$ cat src/sulnorm_pkg.sv
// shared types and defaults for the sorted unique list normalizer
package sulnorm_pkg;

	localparam int MAX_LIST_LEN_DEF = 32;
	localparam int VALUE_WIDTH_DEF  = 32;
	localparam int OUT_WIDTH        = 32;

	typedef enum logic [1:0] {
		ST_COLLECT,
		ST_DROP,
		ST_EMIT
	} state_t;

	typedef struct packed {
		logic insert;
		logic shift;
	} cell_ctl_t;

endpackage

$ cat src/sulnorm_cell.sv
// one cell of the sorting chain: sorted insert from the broadcast value, shift toward the head
module sulnorm_cell #(
	parameter int VALUE_WIDTH = sulnorm_pkg::VALUE_WIDTH_DEF
) (
	input  logic                     clk,
	input  logic                     arst_n,
	input  sulnorm_pkg::cell_ctl_t   ctl,
	input  logic [VALUE_WIDTH-1:0]   ins_value,
	input  logic [VALUE_WIDTH-1:0]   prev_value,
	input  logic                     prev_valid,
	input  logic                     prev_gt,
	input  logic [VALUE_WIDTH-1:0]   next_value,
	input  logic                     next_valid,
	output logic [VALUE_WIDTH-1:0]   value,
	output logic                     valid,
	output logic                     gt
);

	logic [VALUE_WIDTH-1:0] value_q;
	logic                   valid_q;
	logic                   keep;
	logic                   take_prev;
	logic                   take_new;

	assign gt        = valid_q && (value_q > ins_value);
	// a valid cell not above the new value stays where it is
	assign keep      = valid_q && !gt;
	assign take_prev = !keep && prev_gt;
	assign take_new  = !keep && !prev_gt && prev_valid;

	always_ff @(posedge clk or negedge arst_n) begin
		if (!arst_n) begin
			valid_q <= 1'b0;
		end else if (ctl.shift) begin
			valid_q <= next_valid;
		end else if (ctl.insert && (take_prev || take_new)) begin
			valid_q <= 1'b1;
		end
	end

	always_ff @(posedge clk) begin
		if (ctl.shift) begin
			value_q <= next_value;
		end else if (ctl.insert && take_prev) begin
			value_q <= prev_value;
		end else if (ctl.insert && take_new) begin
			value_q <= ins_value;
		end
	end

	assign value = value_q;
	assign valid = valid_q;

endmodule

$ cat src/sorted_unique_list_normalizer.sv
// top level: sorting chain of cells with the collect and emit sequencer
// list items are taken one per cycle while busy is low; each value enters the chain in that cycle
// after the last item: one cycle to skip the head when the list is full, then one cycle per held
// entry plus one to close, set by the chain draining one cell per cycle through its head
// results leave an output register one per cycle at most and must be taken when out_valid is high
// reset clears the chain valid bits, the entry count and the sequencer
module sorted_unique_list_normalizer #(
	parameter int MAX_LIST_LEN = sulnorm_pkg::MAX_LIST_LEN_DEF,
	parameter int VALUE_WIDTH  = sulnorm_pkg::VALUE_WIDTH_DEF
) (
	input  logic                              clk,
	input  logic                              arst_n,
	input  logic                              start,
	output logic                              busy,
	input  logic [31:0]                       gap_value,
	input  logic                              has_value,
	input  logic                              last_in,
	output logic                              out_valid,
	output logic [sulnorm_pkg::OUT_WIDTH-1:0] out_value,
	output logic                              last_out
);

	localparam int CW = $clog2(MAX_LIST_LEN + 1);

	sulnorm_pkg::state_t    state_q, state_d;
	sulnorm_pkg::cell_ctl_t ctl;

	logic [CW-1:0]          count_q, count_d;
	logic [CW-1:0]          count_inc;
	logic [VALUE_WIDTH-1:0] pend_q, pend_d;
	logic [VALUE_WIDTH-1:0] ins_value;
	logic                   accept;
	logic                   do_insert;

	logic                   out_valid_q, out_valid_d;
	logic                   last_out_q, last_out_d;
	logic [VALUE_WIDTH-1:0] out_value_q, out_value_d;

	logic [VALUE_WIDTH-1:0] val_w [MAX_LIST_LEN];
	logic                   vld_w [MAX_LIST_LEN];
	logic                   gt_w  [MAX_LIST_LEN];

	assign ins_value = VALUE_WIDTH'(gap_value);
	assign busy      = (state_q != sulnorm_pkg::ST_COLLECT);
	assign accept    = start && !busy;
	assign do_insert = accept && has_value && (count_q < CW'(MAX_LIST_LEN));
	assign count_inc = count_q + CW'(do_insert);

	for (genvar i = 0; i < MAX_LIST_LEN; i++) begin : g_cell
		logic [VALUE_WIDTH-1:0] pv, nv;
		logic                   pvld, pgt, nvld;

		if (i == 0) begin : g_head
			assign pv   = '0;
			assign pvld = 1'b1;
			assign pgt  = 1'b0;
		end else begin : g_body
			assign pv   = val_w[i-1];
			assign pvld = vld_w[i-1];
			assign pgt  = gt_w[i-1];
		end

		if (i == MAX_LIST_LEN - 1) begin : g_tail
			assign nv   = '0;
			assign nvld = 1'b0;
		end else begin : g_mid
			assign nv   = val_w[i+1];
			assign nvld = vld_w[i+1];
		end

		sulnorm_cell #(
			.VALUE_WIDTH(VALUE_WIDTH)
		) u_cell (
			.clk       (clk),
			.arst_n    (arst_n),
			.ctl       (ctl),
			.ins_value (ins_value),
			.prev_value(pv),
			.prev_valid(pvld),
			.prev_gt   (pgt),
			.next_value(nv),
			.next_valid(nvld),
			.value     (val_w[i]),
			.valid     (vld_w[i]),
			.gt        (gt_w[i])
		);
	end

	always_comb begin
		state_d     = state_q;
		count_d     = count_q;
		pend_d      = pend_q;
		ctl.insert  = do_insert;
		ctl.shift   = 1'b0;
		out_valid_d = 1'b0;
		last_out_d  = 1'b0;
		out_value_d = out_value_q;
		unique case (state_q)
			sulnorm_pkg::ST_COLLECT: begin
				if (accept) begin
					count_d = count_inc;
					if (last_in) begin
						// every normalized list opens with 1
						count_d = '0;
						pend_d  = VALUE_WIDTH'(1);
						state_d = (count_inc == CW'(MAX_LIST_LEN)) ? sulnorm_pkg::ST_DROP
						                                           : sulnorm_pkg::ST_EMIT;
					end
				end
			end
			sulnorm_pkg::ST_DROP: begin
				// full list: the smallest entry gives way to the leading 1
				ctl.shift = 1'b1;
				state_d   = sulnorm_pkg::ST_EMIT;
			end
			sulnorm_pkg::ST_EMIT: begin
				if (vld_w[0]) begin
					ctl.shift = 1'b1;
					if (val_w[0] > pend_q) begin
						out_valid_d = 1'b1;
						out_value_d = pend_q;
						pend_d      = val_w[0];
					end
				end else begin
					out_valid_d = 1'b1;
					last_out_d  = 1'b1;
					out_value_d = pend_q;
					state_d     = sulnorm_pkg::ST_COLLECT;
				end
			end
			default: begin
				state_d = sulnorm_pkg::ST_COLLECT;
			end
		endcase
	end

	always_ff @(posedge clk or negedge arst_n) begin
		if (!arst_n) begin
			state_q     <= sulnorm_pkg::ST_COLLECT;
			count_q     <= '0;
			out_valid_q <= 1'b0;
			last_out_q  <= 1'b0;
		end else begin
			state_q     <= state_d;
			count_q     <= count_d;
			out_valid_q <= out_valid_d;
			last_out_q  <= last_out_d;
		end
	end

	always_ff @(posedge clk) begin
		pend_q      <= pend_d;
		out_value_q <= out_value_d;
	end

	assign out_valid = out_valid_q;
	assign last_out  = last_out_q;
	assign out_value = sulnorm_pkg::OUT_WIDTH'(out_value_q);

	a_count_range: assert property (@(posedge clk) disable iff (!arst_n)
		count_q <= CW'(MAX_LIST_LEN))
		else $error("entry count beyond capacity");

	a_final_idle: assert property (@(posedge clk) disable iff (!arst_n)
		(out_valid && last_out) |-> !busy)
		else $error("final result while the chain still drains");

	a_more_follows: assert property (@(posedge clk) disable iff (!arst_n)
		(out_valid && !last_out) |-> busy)
		else $error("non-final result with no list in progress");

	a_drop_then_emit: assert property (@(posedge clk) disable iff (!arst_n)
		(state_q == sulnorm_pkg::ST_DROP) |=> (state_q == sulnorm_pkg::ST_EMIT))
		else $error("head skip not followed by emission");

endmodule
$ cat config.mk
export PLATFORM = sky130hd
export DESIGN_NAME = sorted_unique_list_normalizer
export DESIGN_NICKNAME = d
export VERILOG_FILES = /design/src/sulnorm_pkg.sv /design/src/sulnorm_cell.sv /design/src/sorted_unique_list_normalizer.sv
export SDC_FILE = /design/constraint.sdc
export NUM_CORES = 2
export LEC_CHECK = 0
export ABC_AREA = 1
export ABC_CLOCK_PERIOD_IN_PS = 4160
export BUFFER_PORTS_ARGS = -buffer_cell sky130_fd_sc_hd__buf_2
export CAP_MARGIN = 20
export CORE_MARGIN = 4
export CORE_UTILIZATION = 54
export CTS_CLUSTER_DIAMETER = 200
export DETAILED_ROUTE_END_ITERATION = 16
export GPL_TIMING_DRIVEN = 0
export PLACE_DENSITY = 0.72
export SETUP_SLACK_MARGIN = 0.15
export SYNTH_ARGS = -nofsm -noshare
export SYNTH_HDL_FRONTEND = slang
export SYNTH_HIERARCHICAL = 1
export SYNTH_SLANG_ARGS = --single-unit
$ cat constraint.sdc
create_clock -name clk -period 4.16 [get_ports clk]
set_input_delay 0.624 -clock clk [delete_from_list [all_inputs] [get_ports clk]]
set_output_delay 0.624 -clock clk [all_outputs]
set_load 0.05 [all_outputs]
# == Word level (Yosys, flattened, before mapping) ==
# Index checks and enable logic that the tools add are counted.
# classes
n_reduce_logical,420
magnitude_cmp,34
n_addsub,1
muxes,178
n_eq_ne,9
# ops
cell,count
$mux 32,100
$gt 32x32->1,33
$logic_and 1x1->1,254
$reduce_bool 3->1,30
$mux 1,70
$reduce_bool 2->1,35
$logic_not 1->1,65
$pmux 32 s2,1
$logic_or 1x1->1,31
$ne 2x2->1 const B,5
$mux 2,4
$add 6x1->6,1
$eq 6x6->1 const B,1
$lt 6x6->1 const B,1
$mux 6,1
$pmux 2 s3,1
$reduce_and 5->1,1
$reduce_and 2->1,2
$reduce_and 3->1,1
$eq 2x1->1 const B,1
$eq 2x2->1 const B,1
$logic_not 2->1,1
$ne 2x1->1 const B,1
$pmux 1 s2,1
# totals
wordCells,712
ff_bits,1130
out_inout_bits,35

# == Longest topological paths before layout ==
# depth
ltp_word,11
depth_mapped,22
mapped_depth_nobuf,21

# == By module ==
# The synthesis kept the hierarchy.
# by_module_without_submodules
mod,instances,cells_each,area_each_um2
sulnorm_cell,32,398,2812.7
sorted_unique_list_normalizer,1,345,3631.0

# == Least setup slack after synthesis ==
# OpenSTA, ideal clock, no wires.
# synth_timing
path_type,reg-to-reg
from,register state_q[0]
to,"register g_cell[0].u_cell.value_q[0], enable pin"
required_time_ns,3.771
path_slack_ns,-0.061
arrival_time_ns,3.831
n_path_buf,0
path_stages_with_launch,8
setup_ns,0.389
synth_period_minus_slack_ns,4.221
path_cell_list,dfrtp_1 -> inv_1 -> ha_1 -> nand2_2 -> nor2_1 -> o21a_1 -> nand2_1 -> nand2_1
# synth_lines
item,line_no,rtl
start: declaration,sorted_unique_list_normalizer.sv:25,"sulnorm_pkg::state_t state_q, state_d;"
start signal: assignment,sorted_unique_list_normalizer.sv:139,state_q <= sulnorm_pkg::ST_COLLECT;
start signal: assignment,sorted_unique_list_normalizer.sv:144,state_q <= state_d;
end signal: assignment,sulnorm_cell.sv:43,value_q <= next_value;
end signal: assignment,sulnorm_cell.sv:45,value_q <= prev_value;
end signal: assignment,sulnorm_cell.sv:47,value_q <= ins_value;
end: declaration,sulnorm_cell.sv:19,logic [VALUE_WIDTH-1:0] value_q;

==> results.sh <==
export IMPL_outcome="completed"
export IMPL_p_seq_share_pct=37.5
export IMPL_antenna_found_initial=8
export IMPL_finalCritPeriodShare_pct=92.26
export IMPL_vias=87650
export IMPL_combinationalPowerShare_pct=40.1
export IMPL_setup_slack_ns=0.3219
export IMPL_die_width_um=424.4
export IMPL_drv_slew=0
export IMPL_routed_wl_um=275700
export IMPL_rsz0062_at_grt="false"
export IMPL_relSlewSlack_pct=13.76
export IMPL_die_y_um=424.4
export IMPL_gp_congestion=0.9157
export IMPL_leakagePower_nw=55.29
export IMPL_power_switching_w=0.02217
export IMPL_dieArea_sq_um=180100
export IMPL_layout_nets=14520
export IMPL_setup_worst_path_start="state_q[0]"
export IMPL_routedWlPerCell_um=17.40
export IMPL_drive_above_1_share_pct=5.410
export IMPL_path_class="reg -> reg"
export IMPL_fmax_mhz=260.5
export IMPL_r2r_cells=11
export IMPL_cts_root_buf="clkbuf_16"
export IMPL_drtIter0Drc=8299
export IMPL_rows=152
export IMPL_hold_depth=3
export IMPL_layout_commonest_cell="nand2_1"
export IMPL_fin_tns_setup_ns=0
export IMPL_cts_made_buffers=140
export IMPL_clk_pin_slew_ns=0.05
export IMPL_portBuffers=71
export IMPL_cts_tree="yes"
export IMPL_antenna_left=0
export IMPL_path_max_fanout=22
export IMPL_syn_area_sq_um=93630
export IMPL_dr_pass1_iters=7
export IMPL_p_int_w=0.03146
export IMPL_min_period_ns=3.838
export IMPL_drc=0
export IMPL_fin_worst_skew_ns=0.03576
export IMPL_ir_drop_mv=0.4885
export IMPL_clock_latency_ns=0.81
export IMPL_setup_viol=0
export IMPL_netlist_instances=13080
export IMPL_gr_total_overflow=0
export IMPL_reg2reg_from="state_q[0]"
export IMPL_postLayoutCellArea_sq_um=103100
export IMPL_grt_max_degree=43
export IMPL_grt_pass1_wl_um=438900
export IMPL_hold_slack_ns=0.1727
export IMPL_min_delay_start="last_in"
export IMPL_post_place_ws_ns=-0.2904
export IMPL_fillCellCount=15700
export IMPL_routed_via_density=5.532
export IMPL_syn_to_final_growth_pct=10.07
export IMPL_reg2reg_to="g_cell[3].u_cell/value[6]"
export IMPL_grt_pass1_vias=85830
export IMPL_io_pins=72
export IMPL_most_common_layout_cells="4446 x nand2_1, 2448 x inv_1, 2116 x nand3_1"
export IMPL_start_util_pct=54.46
export IMPL_min_to="state_q[1]"
export IMPL_power_density_nw_per_um2=520.3
export IMPL_grt_usage_pct=29.84
export IMPL_place_hpwl_um=216600
export IMPL_startpoint_type="flip-flop"
export IMPL_r2r_slack_ns=0.32
export IMPL_placed_area_sq_um=98500
export IMPL_switching_share_pct=41.34
export IMPL_maxCapViolations=0
export IMPL_yosys_warnings=6
export IMPL_tightest_slew_ns=1.294
export IMPL_endpoint_kind="flip-flop"
export IMPL_clkPwrFrac_pct=22.4
export IMPL_clk_path_buf_depth=3
export IMPL_hold_class="in -> reg"
export IMPL_hold_viol_final=0
export IMPL_h_tree_depth=4
export IMPL_cts_sinks=1130
export IMPL_cp_data_arrival_time_ns=4.33
export IMPL_core_area_sq_um=171900
export IMPL_crit_required_ns=4.65
export IMPL_avgSynthCellArea_sq_um=7.159
metrics by stage:
| stage | total power [W] | util (%) | instances |
|---|---|---|---|
| after global placement | 0.03953 | 56.50 | 15530 |
| after floorplan | 0.03397 | - | 13150 |
| after detailed placement | 0.04129 | 57.29 | 15580 |
| after CTS | 0.05350 | 59.86 | 15840 |
| after global routing | 0.05744 | 59.94 | 15840 |
| final | 0.05363 | 59.95 | 15850 |
how the worst max path moves through the flow:
stage,to,slack (ns),cells after the start
4_1_cts,g_cell[11].u_cell/value[18],0.17,11
2_1_floorplan,g_cell[0].u_cell/value[0],0.52,9
6_report,g_cell[3].u_cell/value[6],0.32,11
3_5_place_dp,g_cell[11].u_cell/value[7],-0.29,11
5_1_grt,g_cell[8].u_cell/value[17],0.16,11
3_3_place_gp,g_cell[11].u_cell/value[6],-2.85,9
power groups by stage:
stage / Combinational (W) / Sequential, W / Clock [W]
finish: 0.0215 / 0.0201 / 0.0120
CTS: 0.0211 / 0.0201 / 0.0123
global route: 0.0243 / 0.0204 / 0.0127
global placement: 0.0191 / 0.0205 / 0
floorplan: 0.0145 / 0.0195 / 0
detailed placement: 0.0210 / 0.0203 / 0
timing repair:
item,in CTS,in global routing
setup buffers,3,0
pin swaps,1,0
hold buffers,1,0
endpoints found under the setup margin,764,456
hold endpoints to repair,42,0
resized for setup,0,21
worst max-delay path: stages (launching register included):
cell and delay (ns):
dfrtp_1 0.39, inv_1 0.09, ha_1 0.15, clkbuf_1 0.35
nand2_1 0.22, a21boi_4 0.29, buf_16 0.20, clkbuf_1 0.38
clkinv_1 0.41, buf_2 0.31, nand2_1 0.46, buf_16 0.24
final cells by class:
cell class	count	area, sq um	area share [%]
multi-input cells	8982	47690	46.27
flip-flops and latches	1130	33720	32.72
inverters	2517	9453	9.172
clock buffers	186	3834	3.720
plain buffers	517	3102	3.010
well taps	2310	2890	2.804
repair buffers	132	1824	1.770
clock inverters	66	538.0	0.5220
diodes	5	12.51	0.01214
metal layers:
layer | part of all wire (%) | global-route usage, % | up-vias
met3 | 8.3 | 4.475 | 593
met5 | 0.018 | 0 | -
li1 | - | - | 42330
met2 | 45 | 48.70 | 3407
met1 | 44 | 40.85 | 41320
met4 | 2.9 | 9.548 | 8
flip-flops by register name, indices dropped and copies added, names as in the netlist:
name                 count
g_cell.u_cell/value   1024
g_cell.u_cell/valid     32
out_value               32
pend_q                  32
count_q                  6
state_q                  2
last_out                 1
out_valid                1
Power figures use the tool's default switching activity.
